File: src/hcrc_pkg.sv
// Shared types and constants for the halo corner region classifier.
// Used by the channel interfaces, the classify logic and the top level.
// No dependencies.
package hcrc_pkg;

  // Default coordinate format.
  localparam int COORD_WIDTH_DEF = 32;
  localparam int FRAC_BITS_DEF   = 16;

  // Fixed field widths.
  localparam int SIZE_W   = 31;
  localparam int MASK_W   = 6;
  localparam int REGION_W = 3;
  localparam int CFG_IDX_W = 2;

  // Cell sizes reset to 1.0 in the default format.
  localparam logic [SIZE_W-1:0] SIZE_RESET = 31'd65536;

  // Halo mask bit positions.
  localparam int MASK_NORTH = 0;
  localparam int MASK_SOUTH = 1;
  localparam int MASK_EAST  = 2;
  localparam int MASK_WEST  = 3;
  localparam int MASK_ABOVE = 4;
  localparam int MASK_BELOW = 5;

  // Face codes reported in the result.
  typedef enum logic [REGION_W-1:0] {
    REGION_NORTH = 3'd0,
    REGION_SOUTH = 3'd1,
    REGION_EAST  = 3'd2,
    REGION_WEST  = 3'd3,
    REGION_ABOVE = 3'd4,
    REGION_BELOW = 3'd5
  } region_e;

  // Configuration register indexes.
  typedef enum logic [CFG_IDX_W-1:0] {
    CFG_SIZE_X = 2'd0,
    CFG_SIZE_Y = 2'd1,
    CFG_SIZE_Z = 2'd2
  } cfg_idx_e;

  // Cell extent registers.
  typedef struct packed {
    logic [SIZE_W-1:0] size_x;
    logic [SIZE_W-1:0] size_y;
    logic [SIZE_W-1:0] size_z;
  } cfg_t;

  // One classification result.
  typedef struct packed {
    region_e region;
    logic    fallback_used;
    logic    outside_cell;
  } result_t;

endpackage

File: src/hcrc_in_if.sv
// Input channel interface: particle position, cell origin and halo mask.
// Depends on hcrc_pkg for the mask width.
interface hcrc_in_if #(
  parameter int COORD_WIDTH = hcrc_pkg::COORD_WIDTH_DEF
);
  logic                          valid;
  logic                          ready;
  logic signed [COORD_WIDTH-1:0] particle_x;
  logic signed [COORD_WIDTH-1:0] particle_y;
  logic signed [COORD_WIDTH-1:0] particle_z;
  logic signed [COORD_WIDTH-1:0] origin_x;
  logic signed [COORD_WIDTH-1:0] origin_y;
  logic signed [COORD_WIDTH-1:0] origin_z;
  logic [hcrc_pkg::MASK_W-1:0]   halo_mask;

  modport source (
    output valid, particle_x, particle_y, particle_z,
    output origin_x, origin_y, origin_z, halo_mask,
    input  ready
  );

  modport sink (
    input  valid, particle_x, particle_y, particle_z,
    input  origin_x, origin_y, origin_z, halo_mask,
    output ready
  );
endinterface

File: src/hcrc_out_if.sv
// Output channel interface: chosen face and the two status flags.
// Depends on hcrc_pkg for the region width.
interface hcrc_out_if;
  logic                          valid;
  logic                          ready;
  logic [hcrc_pkg::REGION_W-1:0] region;
  logic                          fallback_used;
  logic                          outside_cell;

  modport source (
    output valid, region, fallback_used, outside_cell,
    input  ready
  );

  modport sink (
    input  valid, region, fallback_used, outside_cell,
    output ready
  );
endinterface

File: src/hcrc_classify.sv
// Combinational classification of one registered item into a halo face.
// Depends on hcrc_pkg for the configuration and result types.
module hcrc_classify #(
  parameter int COORD_WIDTH = hcrc_pkg::COORD_WIDTH_DEF,
  parameter int FRAC_BITS   = hcrc_pkg::FRAC_BITS_DEF
) (
  input  logic signed [COORD_WIDTH-1:0] particle_x_i,
  input  logic signed [COORD_WIDTH-1:0] particle_y_i,
  input  logic signed [COORD_WIDTH-1:0] particle_z_i,
  input  logic signed [COORD_WIDTH-1:0] origin_x_i,
  input  logic signed [COORD_WIDTH-1:0] origin_y_i,
  input  logic signed [COORD_WIDTH-1:0] origin_z_i,
  input  logic [hcrc_pkg::MASK_W-1:0]   halo_mask_i,
  input  hcrc_pkg::cfg_t                cfg_i,
  output hcrc_pkg::result_t             result_o
);

  // Coordinates are taken over at most 48 low bits.
  localparam int CW   = (COORD_WIDTH > 48) ? 48 : COORD_WIDTH;
  // Width for compares against the 31-bit cell sizes.
  localparam int CMPW = (CW + 1 > 32) ? CW + 1 : 32;
  // Width for the doubled plane sums, large enough to hold 2.0 as well.
  localparam int SW   = (CW + 4 > FRAC_BITS + 3) ? CW + 4 : FRAC_BITS + 3;

  logic signed [CW:0]     rel_x, rel_y, rel_z, diff_z;
  logic signed [CMPW-1:0] cmp_x, cmp_y, cmp_z;
  logic signed [CMPW-1:0] lim_x, lim_y, lim_z;
  logic signed [SW-1:0]   xs, ys2, zs, one_s, two_s;
  logic signed [SW-1:0]   sum_pxmz, sum_nxmz, sum_nxpz, sum_pxpz;
  logic                   three_d, outside;
  logic [2:0]             face_cnt;
  logic                   n, s, e, w, a, b;
  logic                   x_le_y, x_gt_z, z_le_y;
  hcrc_pkg::region_e      region;
  logic                   hit;

  // Relative position; z is zero for a two-dimensional cell.
  assign three_d = (cfg_i.size_z != '0);
  assign rel_x  = {particle_x_i[CW-1], particle_x_i[CW-1:0]}
                - {origin_x_i[CW-1], origin_x_i[CW-1:0]};
  assign rel_y  = {particle_y_i[CW-1], particle_y_i[CW-1:0]}
                - {origin_y_i[CW-1], origin_y_i[CW-1:0]};
  assign diff_z = {particle_z_i[CW-1], particle_z_i[CW-1:0]}
                - {origin_z_i[CW-1], origin_z_i[CW-1:0]};
  assign rel_z  = three_d ? diff_z : '0;

  // Bounds check against the cell extent.
  assign cmp_x = CMPW'(rel_x);
  assign cmp_y = CMPW'(rel_y);
  assign cmp_z = CMPW'(rel_z);
  assign lim_x = CMPW'(signed'({1'b0, cfg_i.size_x}));
  assign lim_y = CMPW'(signed'({1'b0, cfg_i.size_y}));
  assign lim_z = CMPW'(signed'({1'b0, cfg_i.size_z}));
  assign outside = cmp_x < 0 || cmp_x > lim_x || cmp_y < 0 || cmp_y > lim_y
                || (three_d && (cmp_z < 0 || cmp_z > lim_z));

  // Face bits and their count.
  assign n = halo_mask_i[hcrc_pkg::MASK_NORTH];
  assign s = halo_mask_i[hcrc_pkg::MASK_SOUTH];
  assign e = halo_mask_i[hcrc_pkg::MASK_EAST];
  assign w = halo_mask_i[hcrc_pkg::MASK_WEST];
  assign a = halo_mask_i[hcrc_pkg::MASK_ABOVE];
  assign b = halo_mask_i[hcrc_pkg::MASK_BELOW];
  assign face_cnt = 3'(n) + 3'(s) + 3'(e) + 3'(w) + 3'(a) + 3'(b);

  // Diagonal compares.
  assign x_le_y = rel_x <= rel_y;
  assign x_gt_z = rel_x > rel_z;
  assign z_le_y = rel_z <= rel_y;

  // Doubled plane sums for the triple-corner tests.
  assign xs    = SW'(rel_x);
  assign zs    = SW'(rel_z);
  assign ys2   = SW'(rel_y) <<< 1;
  assign one_s = {{(SW-1){1'b0}}, 1'b1} << FRAC_BITS;
  assign two_s = one_s << 1;
  assign sum_pxmz = xs - zs + ys2;
  assign sum_nxmz = -xs - zs + ys2;
  assign sum_nxpz = -xs + zs + ys2;
  assign sum_pxpz = xs + zs + ys2;

  // Face selection in priority order.
  always_comb begin
    region = hcrc_pkg::REGION_NORTH;
    hit    = 1'b1;
    if (!three_d || face_cnt == 3'd2) begin
      // Corner or edge: pick by the diagonal of the two face axes.
      if (n && e) begin
        region = x_le_y ? hcrc_pkg::REGION_NORTH : hcrc_pkg::REGION_EAST;
      end else if (s && w) begin
        region = x_le_y ? hcrc_pkg::REGION_WEST : hcrc_pkg::REGION_SOUTH;
      end else if (n && w) begin
        region = !x_le_y ? hcrc_pkg::REGION_NORTH : hcrc_pkg::REGION_WEST;
      end else if (s && e) begin
        region = !x_le_y ? hcrc_pkg::REGION_EAST : hcrc_pkg::REGION_SOUTH;
      end else if (three_d && b && w) begin
        region = !x_gt_z ? hcrc_pkg::REGION_WEST : hcrc_pkg::REGION_BELOW;
      end else if (three_d && a && e) begin
        region = !x_gt_z ? hcrc_pkg::REGION_ABOVE : hcrc_pkg::REGION_EAST;
      end else if (three_d && b && e) begin
        region = x_gt_z ? hcrc_pkg::REGION_EAST : hcrc_pkg::REGION_BELOW;
      end else if (three_d && a && w) begin
        region = x_gt_z ? hcrc_pkg::REGION_ABOVE : hcrc_pkg::REGION_WEST;
      end else if (three_d && b && s) begin
        region = z_le_y ? hcrc_pkg::REGION_BELOW : hcrc_pkg::REGION_SOUTH;
      end else if (three_d && a && n) begin
        region = z_le_y ? hcrc_pkg::REGION_NORTH : hcrc_pkg::REGION_ABOVE;
      end else if (three_d && b && n) begin
        region = !z_le_y ? hcrc_pkg::REGION_NORTH : hcrc_pkg::REGION_BELOW;
      end else if (three_d && a && s) begin
        region = !z_le_y ? hcrc_pkg::REGION_ABOVE : hcrc_pkg::REGION_SOUTH;
      end else begin
        hit = 1'b0;
      end
    end else begin
      // Triple corner: plane test first, then the x/z diagonal.
      if (b && s && e) begin
        region = (sum_pxmz >= one_s)
               ? (x_gt_z ? hcrc_pkg::REGION_EAST : hcrc_pkg::REGION_BELOW)
               : hcrc_pkg::REGION_SOUTH;
      end else if (b && s && w) begin
        region = (sum_nxmz >= 0)
               ? (!x_gt_z ? hcrc_pkg::REGION_WEST : hcrc_pkg::REGION_BELOW)
               : hcrc_pkg::REGION_SOUTH;
      end else if (b && n && e) begin
        region = (sum_nxpz >= one_s) ? hcrc_pkg::REGION_NORTH
               : (x_gt_z ? hcrc_pkg::REGION_EAST : hcrc_pkg::REGION_BELOW);
      end else if (b && n && w) begin
        region = (sum_pxpz >= two_s) ? hcrc_pkg::REGION_NORTH
               : (!x_gt_z ? hcrc_pkg::REGION_WEST : hcrc_pkg::REGION_BELOW);
      end else if (a && s && e) begin
        region = (sum_pxpz >= two_s)
               ? (!x_gt_z ? hcrc_pkg::REGION_ABOVE : hcrc_pkg::REGION_EAST)
               : hcrc_pkg::REGION_SOUTH;
      end else if (a && s && w) begin
        region = (sum_nxpz >= one_s)
               ? (x_gt_z ? hcrc_pkg::REGION_ABOVE : hcrc_pkg::REGION_WEST)
               : hcrc_pkg::REGION_SOUTH;
      end else if (a && n && e) begin
        region = (sum_nxmz >= 0) ? hcrc_pkg::REGION_NORTH
               : (!x_gt_z ? hcrc_pkg::REGION_ABOVE : hcrc_pkg::REGION_EAST);
      end else if (a && n && w) begin
        region = (sum_pxmz >= one_s) ? hcrc_pkg::REGION_NORTH
               : (x_gt_z ? hcrc_pkg::REGION_ABOVE : hcrc_pkg::REGION_WEST);
      end else begin
        hit = 1'b0;
      end
    end
  end

  assign result_o.region        = hit ? region : hcrc_pkg::REGION_NORTH;
  assign result_o.fallback_used = !hit;
  assign result_o.outside_cell  = outside;

endmodule

File: src/halo_corner_region_classify_top.sv
// Structure: an input register and a result register, with the classify logic between them.
// Throughput: one transaction per cycle; with both registers full, input ready follows output ready.
// The rate is set by the single pass of subtract, compare and select logic between them.
// Reset clears both valid flags and sets all three cell sizes to 1.0.
// Depends on hcrc_pkg, hcrc_in_if, hcrc_out_if and hcrc_classify.
module halo_corner_region_classify_top #(
  parameter int COORD_WIDTH = hcrc_pkg::COORD_WIDTH_DEF,
  parameter int FRAC_BITS   = hcrc_pkg::FRAC_BITS_DEF
) (
  input  logic                           clk_i,
  input  logic                           rst_ni,
  input  logic                           cfg_we_i,
  input  logic [hcrc_pkg::CFG_IDX_W-1:0] cfg_idx_i,
  input  logic [hcrc_pkg::SIZE_W-1:0]    cfg_data_i,
  hcrc_in_if.sink                        in_i,
  hcrc_out_if.source                     out_o
);

  hcrc_pkg::cfg_t                cfg_q;
  logic                          in_valid_q;
  logic signed [COORD_WIDTH-1:0] px_q, py_q, pz_q, ox_q, oy_q, oz_q;
  logic [hcrc_pkg::MASK_W-1:0]   mask_q;
  logic                          out_valid_q;
  hcrc_pkg::result_t             res_d, res_q;
  logic                          out_adv;
  logic                          in_take;

  // Configuration registers; an unknown index is ignored.
  always_ff @(posedge clk_i or negedge rst_ni) begin
    if (!rst_ni) begin
      cfg_q.size_x <= hcrc_pkg::SIZE_RESET;
      cfg_q.size_y <= hcrc_pkg::SIZE_RESET;
      cfg_q.size_z <= hcrc_pkg::SIZE_RESET;
    end else if (cfg_we_i) begin
      case (cfg_idx_i)
        hcrc_pkg::CFG_SIZE_X: cfg_q.size_x <= cfg_data_i;
        hcrc_pkg::CFG_SIZE_Y: cfg_q.size_y <= cfg_data_i;
        hcrc_pkg::CFG_SIZE_Z: cfg_q.size_z <= cfg_data_i;
        default: ;
      endcase
    end
  end

  // Handshake: the result register moves when empty or taken downstream.
  assign out_adv    = !out_valid_q || out_o.ready;
  assign in_i.ready = !in_valid_q || out_adv;
  assign in_take    = in_i.valid && in_i.ready;

  // Input register control.
  always_ff @(posedge clk_i or negedge rst_ni) begin
    if (!rst_ni) begin
      in_valid_q <= 1'b0;
    end else if (in_i.ready) begin
      in_valid_q <= in_i.valid;
    end
  end

  // Input register payload.
  always_ff @(posedge clk_i) begin
    if (in_take) begin
      px_q   <= in_i.particle_x;
      py_q   <= in_i.particle_y;
      pz_q   <= in_i.particle_z;
      ox_q   <= in_i.origin_x;
      oy_q   <= in_i.origin_y;
      oz_q   <= in_i.origin_z;
      mask_q <= in_i.halo_mask;
    end
  end

  hcrc_classify #(
    .COORD_WIDTH (COORD_WIDTH),
    .FRAC_BITS   (FRAC_BITS)
  ) u_classify (
    .particle_x_i (px_q),
    .particle_y_i (py_q),
    .particle_z_i (pz_q),
    .origin_x_i   (ox_q),
    .origin_y_i   (oy_q),
    .origin_z_i   (oz_q),
    .halo_mask_i  (mask_q),
    .cfg_i        (cfg_q),
    .result_o     (res_d)
  );

  // Result register control.
  always_ff @(posedge clk_i or negedge rst_ni) begin
    if (!rst_ni) begin
      out_valid_q <= 1'b0;
    end else if (out_adv) begin
      out_valid_q <= in_valid_q;
    end
  end

  // Result register payload.
  always_ff @(posedge clk_i) begin
    if (out_adv && in_valid_q) begin
      res_q <= res_d;
    end
  end

  assign out_o.valid         = out_valid_q;
  assign out_o.region        = res_q.region;
  assign out_o.fallback_used = res_q.fallback_used;
  assign out_o.outside_cell  = res_q.outside_cell;

`ifndef SYNTHESIS
  // A fallback result always reports north.
  a_fallback_north: assert property (@(posedge clk_i) disable iff (!rst_ni)
    out_valid_q && res_q.fallback_used |-> res_q.region == hcrc_pkg::REGION_NORTH)
    else $error("fallback result does not report north");

  // A valid result names one of the six faces.
  a_region_range: assert property (@(posedge clk_i) disable iff (!rst_ni)
    out_valid_q |-> res_q.region <= hcrc_pkg::REGION_BELOW)
    else $error("result region out of range");

  // An item in the input register moves to the result register when it is free.
  a_item_moves: assert property (@(posedge clk_i) disable iff (!rst_ni)
    in_valid_q && out_adv |=> out_valid_q)
    else $error("item lost between input and result registers");

  // The input side stalls only when both registers are full and the output is blocked.
  a_stall_cause: assert property (@(posedge clk_i) disable iff (!rst_ni)
    !in_i.ready |-> in_valid_q && out_valid_q && !out_o.ready)
    else $error("input stalled without a blocked pipeline");
`endif

endmodule

File: src/flat_wrapper.sv
// flat-port wrapper written by rule: the top's interface ports become plain ports
module halo_corner_region_classify_top_flat 
#(
  parameter int COORD_WIDTH = hcrc_pkg::COORD_WIDTH_DEF,
  parameter int FRAC_BITS   = hcrc_pkg::FRAC_BITS_DEF
)
  (clk_i, rst_ni, cfg_we_i, cfg_idx_i, cfg_data_i, in_i_valid, in_i_particle_x, in_i_particle_y, in_i_particle_z, in_i_origin_x, in_i_origin_y, in_i_origin_z, in_i_halo_mask, in_i_ready, out_o_valid, out_o_region, out_o_fallback_used, out_o_outside_cell, out_o_ready);
  hcrc_in_if #(.COORD_WIDTH(COORD_WIDTH)) in_i_i ();
  hcrc_out_if out_o_i ();
  input  logic clk_i;
  input  logic rst_ni;
  input  logic cfg_we_i;
  input  logic [hcrc_pkg::CFG_IDX_W-1:0] cfg_idx_i;
  input  logic [hcrc_pkg::SIZE_W-1:0] cfg_data_i;
  input wire logic [$bits(in_i_i.valid)-1:0] in_i_valid;
  input wire logic [$bits(in_i_i.particle_x)-1:0] in_i_particle_x;
  input wire logic [$bits(in_i_i.particle_y)-1:0] in_i_particle_y;
  input wire logic [$bits(in_i_i.particle_z)-1:0] in_i_particle_z;
  input wire logic [$bits(in_i_i.origin_x)-1:0] in_i_origin_x;
  input wire logic [$bits(in_i_i.origin_y)-1:0] in_i_origin_y;
  input wire logic [$bits(in_i_i.origin_z)-1:0] in_i_origin_z;
  input wire logic [$bits(in_i_i.halo_mask)-1:0] in_i_halo_mask;
  output wire logic [$bits(in_i_i.ready)-1:0] in_i_ready;
  output wire logic [$bits(out_o_i.valid)-1:0] out_o_valid;
  output wire logic [$bits(out_o_i.region)-1:0] out_o_region;
  output wire logic [$bits(out_o_i.fallback_used)-1:0] out_o_fallback_used;
  output wire logic [$bits(out_o_i.outside_cell)-1:0] out_o_outside_cell;
  input wire logic [$bits(out_o_i.ready)-1:0] out_o_ready;
  assign in_i_i.valid = in_i_valid;
  assign in_i_i.particle_x = in_i_particle_x;
  assign in_i_i.particle_y = in_i_particle_y;
  assign in_i_i.particle_z = in_i_particle_z;
  assign in_i_i.origin_x = in_i_origin_x;
  assign in_i_i.origin_y = in_i_origin_y;
  assign in_i_i.origin_z = in_i_origin_z;
  assign in_i_i.halo_mask = in_i_halo_mask;
  assign in_i_ready = in_i_i.ready;
  assign out_o_valid = out_o_i.valid;
  assign out_o_region = out_o_i.region;
  assign out_o_fallback_used = out_o_i.fallback_used;
  assign out_o_outside_cell = out_o_i.outside_cell;
  assign out_o_i.ready = out_o_ready;
  halo_corner_region_classify_top #(.COORD_WIDTH(COORD_WIDTH), .FRAC_BITS(FRAC_BITS)) u_core (.clk_i(clk_i), .rst_ni(rst_ni), .cfg_we_i(cfg_we_i), .cfg_idx_i(cfg_idx_i), .cfg_data_i(cfg_data_i), .in_i(in_i_i), .out_o(out_o_i));
endmodule
File: config.mk
export PLATFORM = sky130hd
export DESIGN_NAME = halo_corner_region_classify_top_flat
export DESIGN_NICKNAME = d
export VERILOG_FILES = /design/src/hcrc_pkg.sv /design/src/hcrc_in_if.sv /design/src/hcrc_out_if.sv /design/src/hcrc_classify.sv /design/src/halo_corner_region_classify_top.sv /design/src/flat_wrapper.sv
export SDC_FILE = /design/constraint.sdc
export NUM_CORES = 1
export LEC_CHECK = 0
export ABC_AREA = 1
export BUFFER_PORTS_ARGS = -buffer_cell sky130_fd_sc_hd__buf_2
export CAP_MARGIN = 40
export CORE_MARGIN = 2
export CORE_UTILIZATION = 54
export DETAILED_ROUTE_END_ITERATION = 8
export PLACE_DENSITY = 0.83
export SLEW_MARGIN = 20
export SYNTH_ARGS = -nofsm -noshare
export SYNTH_HDL_FRONTEND = slang
export SYNTH_SLANG_ARGS = --single-unit
File: constraint.sdc
create_clock -name clk_i -period 6.1 [get_ports clk_i]
set_input_delay 1.22 -clock clk_i [delete_from_list [all_inputs] [get_ports clk_i]]
set_output_delay 1.22 -clock clk_i [all_outputs]
set_load 0.005 [all_outputs]
==> impl_metrics.csv <==
group,metric,value,unit
synth,syn_area_per_cell,7.45,um^2
critical_path,max_stage_delay,510,ps
floorplanning,num_rows,90,
cts,cts_tree,"done",
sta,hold_viol,0,
place,dp.cells,6055,
sta,worstMarginPinSlew,919,ps
critical_path,cp_max_fo,3,
floorplanning,initial_utilization,54.3,%
pwr,clockPowerShare,9.9,%
routing,drc,0,
floorplanning,die_w,250,um
sta,clock_skew,25.4,ps
grt,top_usage_layer,"met2",
synth,synth_cells,4376,
routing,wl_per_cell,19.4,um
routing,drt-initial-drc-count,2858,
pwr,p_int,11100,uW
sta,drv_slew,0,
sta,max_freq,149,MHz
critical_path,cp.arrival,7000,ps
grt,antenna_found_initial,6,
grt,grt_use_met1,44.4,%
run_status,status,"finished, violations left",
job,cap_viol_max_count,0,
grt,use_met3,6.80,%
synth,synthXorXnorAreaFrac,3.05,%
critical_path,critPathRequiredTime,6400,ps
synth,synth_top_family_by_area,"adder cells",
synth,syn-cell-area,32600,um^2
routing,vias,34100,
cts,clockBufferDepth,3,
sta,slew_headroom,38.2,%
place,hpwl,97500,um
sta,setup_viol,3,
grt,grt_max_degree,123,
final_layout,final_util,71.3,%
grt,track_usage,37.3,%
critical_path,path_class,"reg -> reg",
sta,worst_slack,-600,ps
pwr,p_seq_share,11.4,%
pwr,switchingPower,10900,uW
pwr,combPwrFrac,78.7,%
cts,htree_levels,2,
synth,synth_top_area_share,18.7,%
place,gp_congestion,1.03,
grt,grt_pass1_wl,180000,um
grt,grt.met2_usage,62.3,%
critical_path,end_kind,"flop",
routing,drtAntennaViolNets,0,
pwr,p_per_area,514,nW/um^2
cts,clk_latency,570,ps
sta,finalCritPeriodShare,110,%
synth,synthesis.nets,5183,
grt,grt-ovfl-total,0,
cts,clkTransAtPathRegs,60,ps
synth,synth.area.mux_share,0,%
synth,synth_edf_count,203,
floorplanning,ios,243,
synth,synthAdderAreaFrac,25.2,%
floorplanning,die_h,250,um
routing,wl,120000,um
synth,post-synth-top-count-cell,"nand2_1",
routing,vias_per_cell,5.54,
final_layout,drive_gt1_share,25.2,%
synth,synth-seq-area-share,26.0,%
critical_path,crit_slowest_cell,"fa_1",
final_layout,area_delta_synth_final,31.3,%
synth,synth_warnings,0,
floorplanning,dieArea,62400,um^2
synth,yosysTopAreaCell,"edfxtp_1",
critical_path,cpMostUsedCell,"nand2_1",
pwr,vdd_drop_max,0.254,mV
synth,synth_compound_area_share,11.5,%
final_layout,instances_no_fill,6162,
synth,netlist_top_cells_area,"edfxtp_1 19%, ha_1 16%, nand2_1 11%, inv_1 11%, fa_1 8.8%",
grt,first_global_vias,34000,
run_status,violations,"setup timing",
cts,root_buffer,"clkbuf_16",
sta,fin_hold_ws,487,ps
place,port_buffers,242,
sta,rsz0062_at_grt,"yes",
synth,yosys.area_share.simple,22.8,%
final_layout,nets,6156,
critical_path,cp-start-kind,"flop",
pwr,switching_share,49.6,%
hold_path,hp-class,"reg -> reg",
floorplanning,core_area,60000,um^2
synth,synth_ff_type,"edfxtp_1",
sta,post-route-min-period,6700,ps
synth,ys_types,63,
synth,synthArstFlopShare,31.9,%
synth,synth_seq_cells,298,
final_layout,fillerInstances,4655,
routing,dr.pass1.iters,6,
synth,synthTopCellsByCount,"971 x nand2_1, 960 x inv_1, 427 x ha_1",
pwr,power_leakage,0.0226,uW
cts,clock_sinks,298,
cts,cts_made_buffers,34,
## cells by family (layout without fill, tap and decap cells)
kind of cell,count (synthesis),count (layout)
flip-flops,298,298
AO/OA/AOI/OAI,673,673
buffers and inverters,997,1994
other,0,7
adder cells (fa/ha/maj),571,571
AND/OR/NAND/NOR,1737,1737
XOR/XNOR,100,100
## through the flow
| step | TNS (ps) | area, um^2 | power, uW | setup WS (ps) |
|---|---|---|---|---|
| after floorplan | 0 | 32600 | 11100 | 67.4 |
| after global placement | -2270 | 39800 | 17800 | -807 |
| after detailed placement | -2650 | 39900 | 18000 | -939 |
| after CTS | -678 | 41900 | 20800 | -263 |
| after global routing | -2630 | 42800 | 23600 | -995 |
| final | -1480 | 42800 | 22000 | -600 |
## state kept, by name (all words and copies together), names as in the netlist
| name | flops |
|---|---|
| u_core.ox_q | 32 |
| u_core.px_q | 32 |
| u_core.py_q | 32 |
| u_core.cfg_q | 93 |
| u_core.pz_q | 32 |
| u_core.in_valid_q | 1 |
| u_core.mask_q | 6 |
| u_core.oz_q | 32 |
| u_core.out_o.fallback_used | 1 |
| u_core.out_o.valid | 1 |
| u_core.out_o.outside_cell | 1 |
| u_core.out_o.region | 3 |
| u_core.oy_q | 32 |
## path summary, 6_finish.rpt
kind	start	to	slack, ps	cells past startpoint
worst max-delay path	u_core.ox_q[0]	u_core.out_o.region[2]	-600	46
worst max register to register	u_core.ox_q[0]	u_core.out_o.region[2]	-600	46
max in group asynchronous	rst_ni	u_core.cfg_q[49]	4300	2
worst min-delay path	u_core.cfg_q[73]	u_core.cfg_q[73]	490	2
worst min register to register	u_core.cfg_q[73]	u_core.cfg_q[73]	490	2
min in group asynchronous	rst_ni	u_core.in_valid_q	700	1
## worst max-delay path, delay by kind of cell, from the launching register on
| family | cells | cell delay (ps) |
|---|---|---|
| xor+xnor | 3 | 540 |
| buf+inv | 6 | 590 |
| flops | 1 | 380 |
| simple gates | 33 | 3520 |
| fa+ha+maj | 4 | 1380 |
## power groups by stage
stage                     clock [uW]  combinational, uW  sequential, uW
final                           2180              17300            2520
after global placement             0              15200            2540
after CTS                       2180              16100            2510
after global routing            2260              18800            2540
after floorplan                    0               8610            2530
after detailed placement           0              15400            2550
## metal layers
metal / part of all wire, % / wire length, um
met1: 38 / 45300
met2: 46 / 55100
met3: 8.3 / 9880
met4: 7.7 / 9250
met5: 0 / 0
## cells in the final DEF, fill, tap and decap left out, drive strengths merged, types with 28 or more instances in the layout
cell	instances
edfxtp	203
nor2	368
a31oi	28
inv	973
a21oi	295
nand2	988
xnor2	28
o21ai	231
buf	959
nand4	90
clkbuf	45
xor2	72
fa	144
ha	427
nor3	60
nand3	166
dfrtp	92
## area by class of cell
| class | instances | area (um^2) | area share [%] |
|---|---|---|---|
| Antenna cell | 7 | 17.5 | 0.0409 |
| Clock buffer | 45 | 943 | 2.20 |
| Clock inverter | 15 | 225 | 0.526 |
| Inverter | 975 | 3670 | 8.58 |
| Multi-Input combinational cell | 3081 | 21800 | 50.9 |
| Sequential cell | 298 | 8480 | 19.8 |
| Tap cell | 782 | 978 | 2.29 |
| Timing Repair Buffer | 959 | 6690 | 15.6 |
## what timing repair did
item / in CTS / in global routing
hold buffers: 0 / 0
setup endpoints to repair: 3 / 3
gates resized for setup: 171 / 182
setup buffers: 23 / 18
pin swaps: 62 / 85
(Power assumes the default switching activity.)
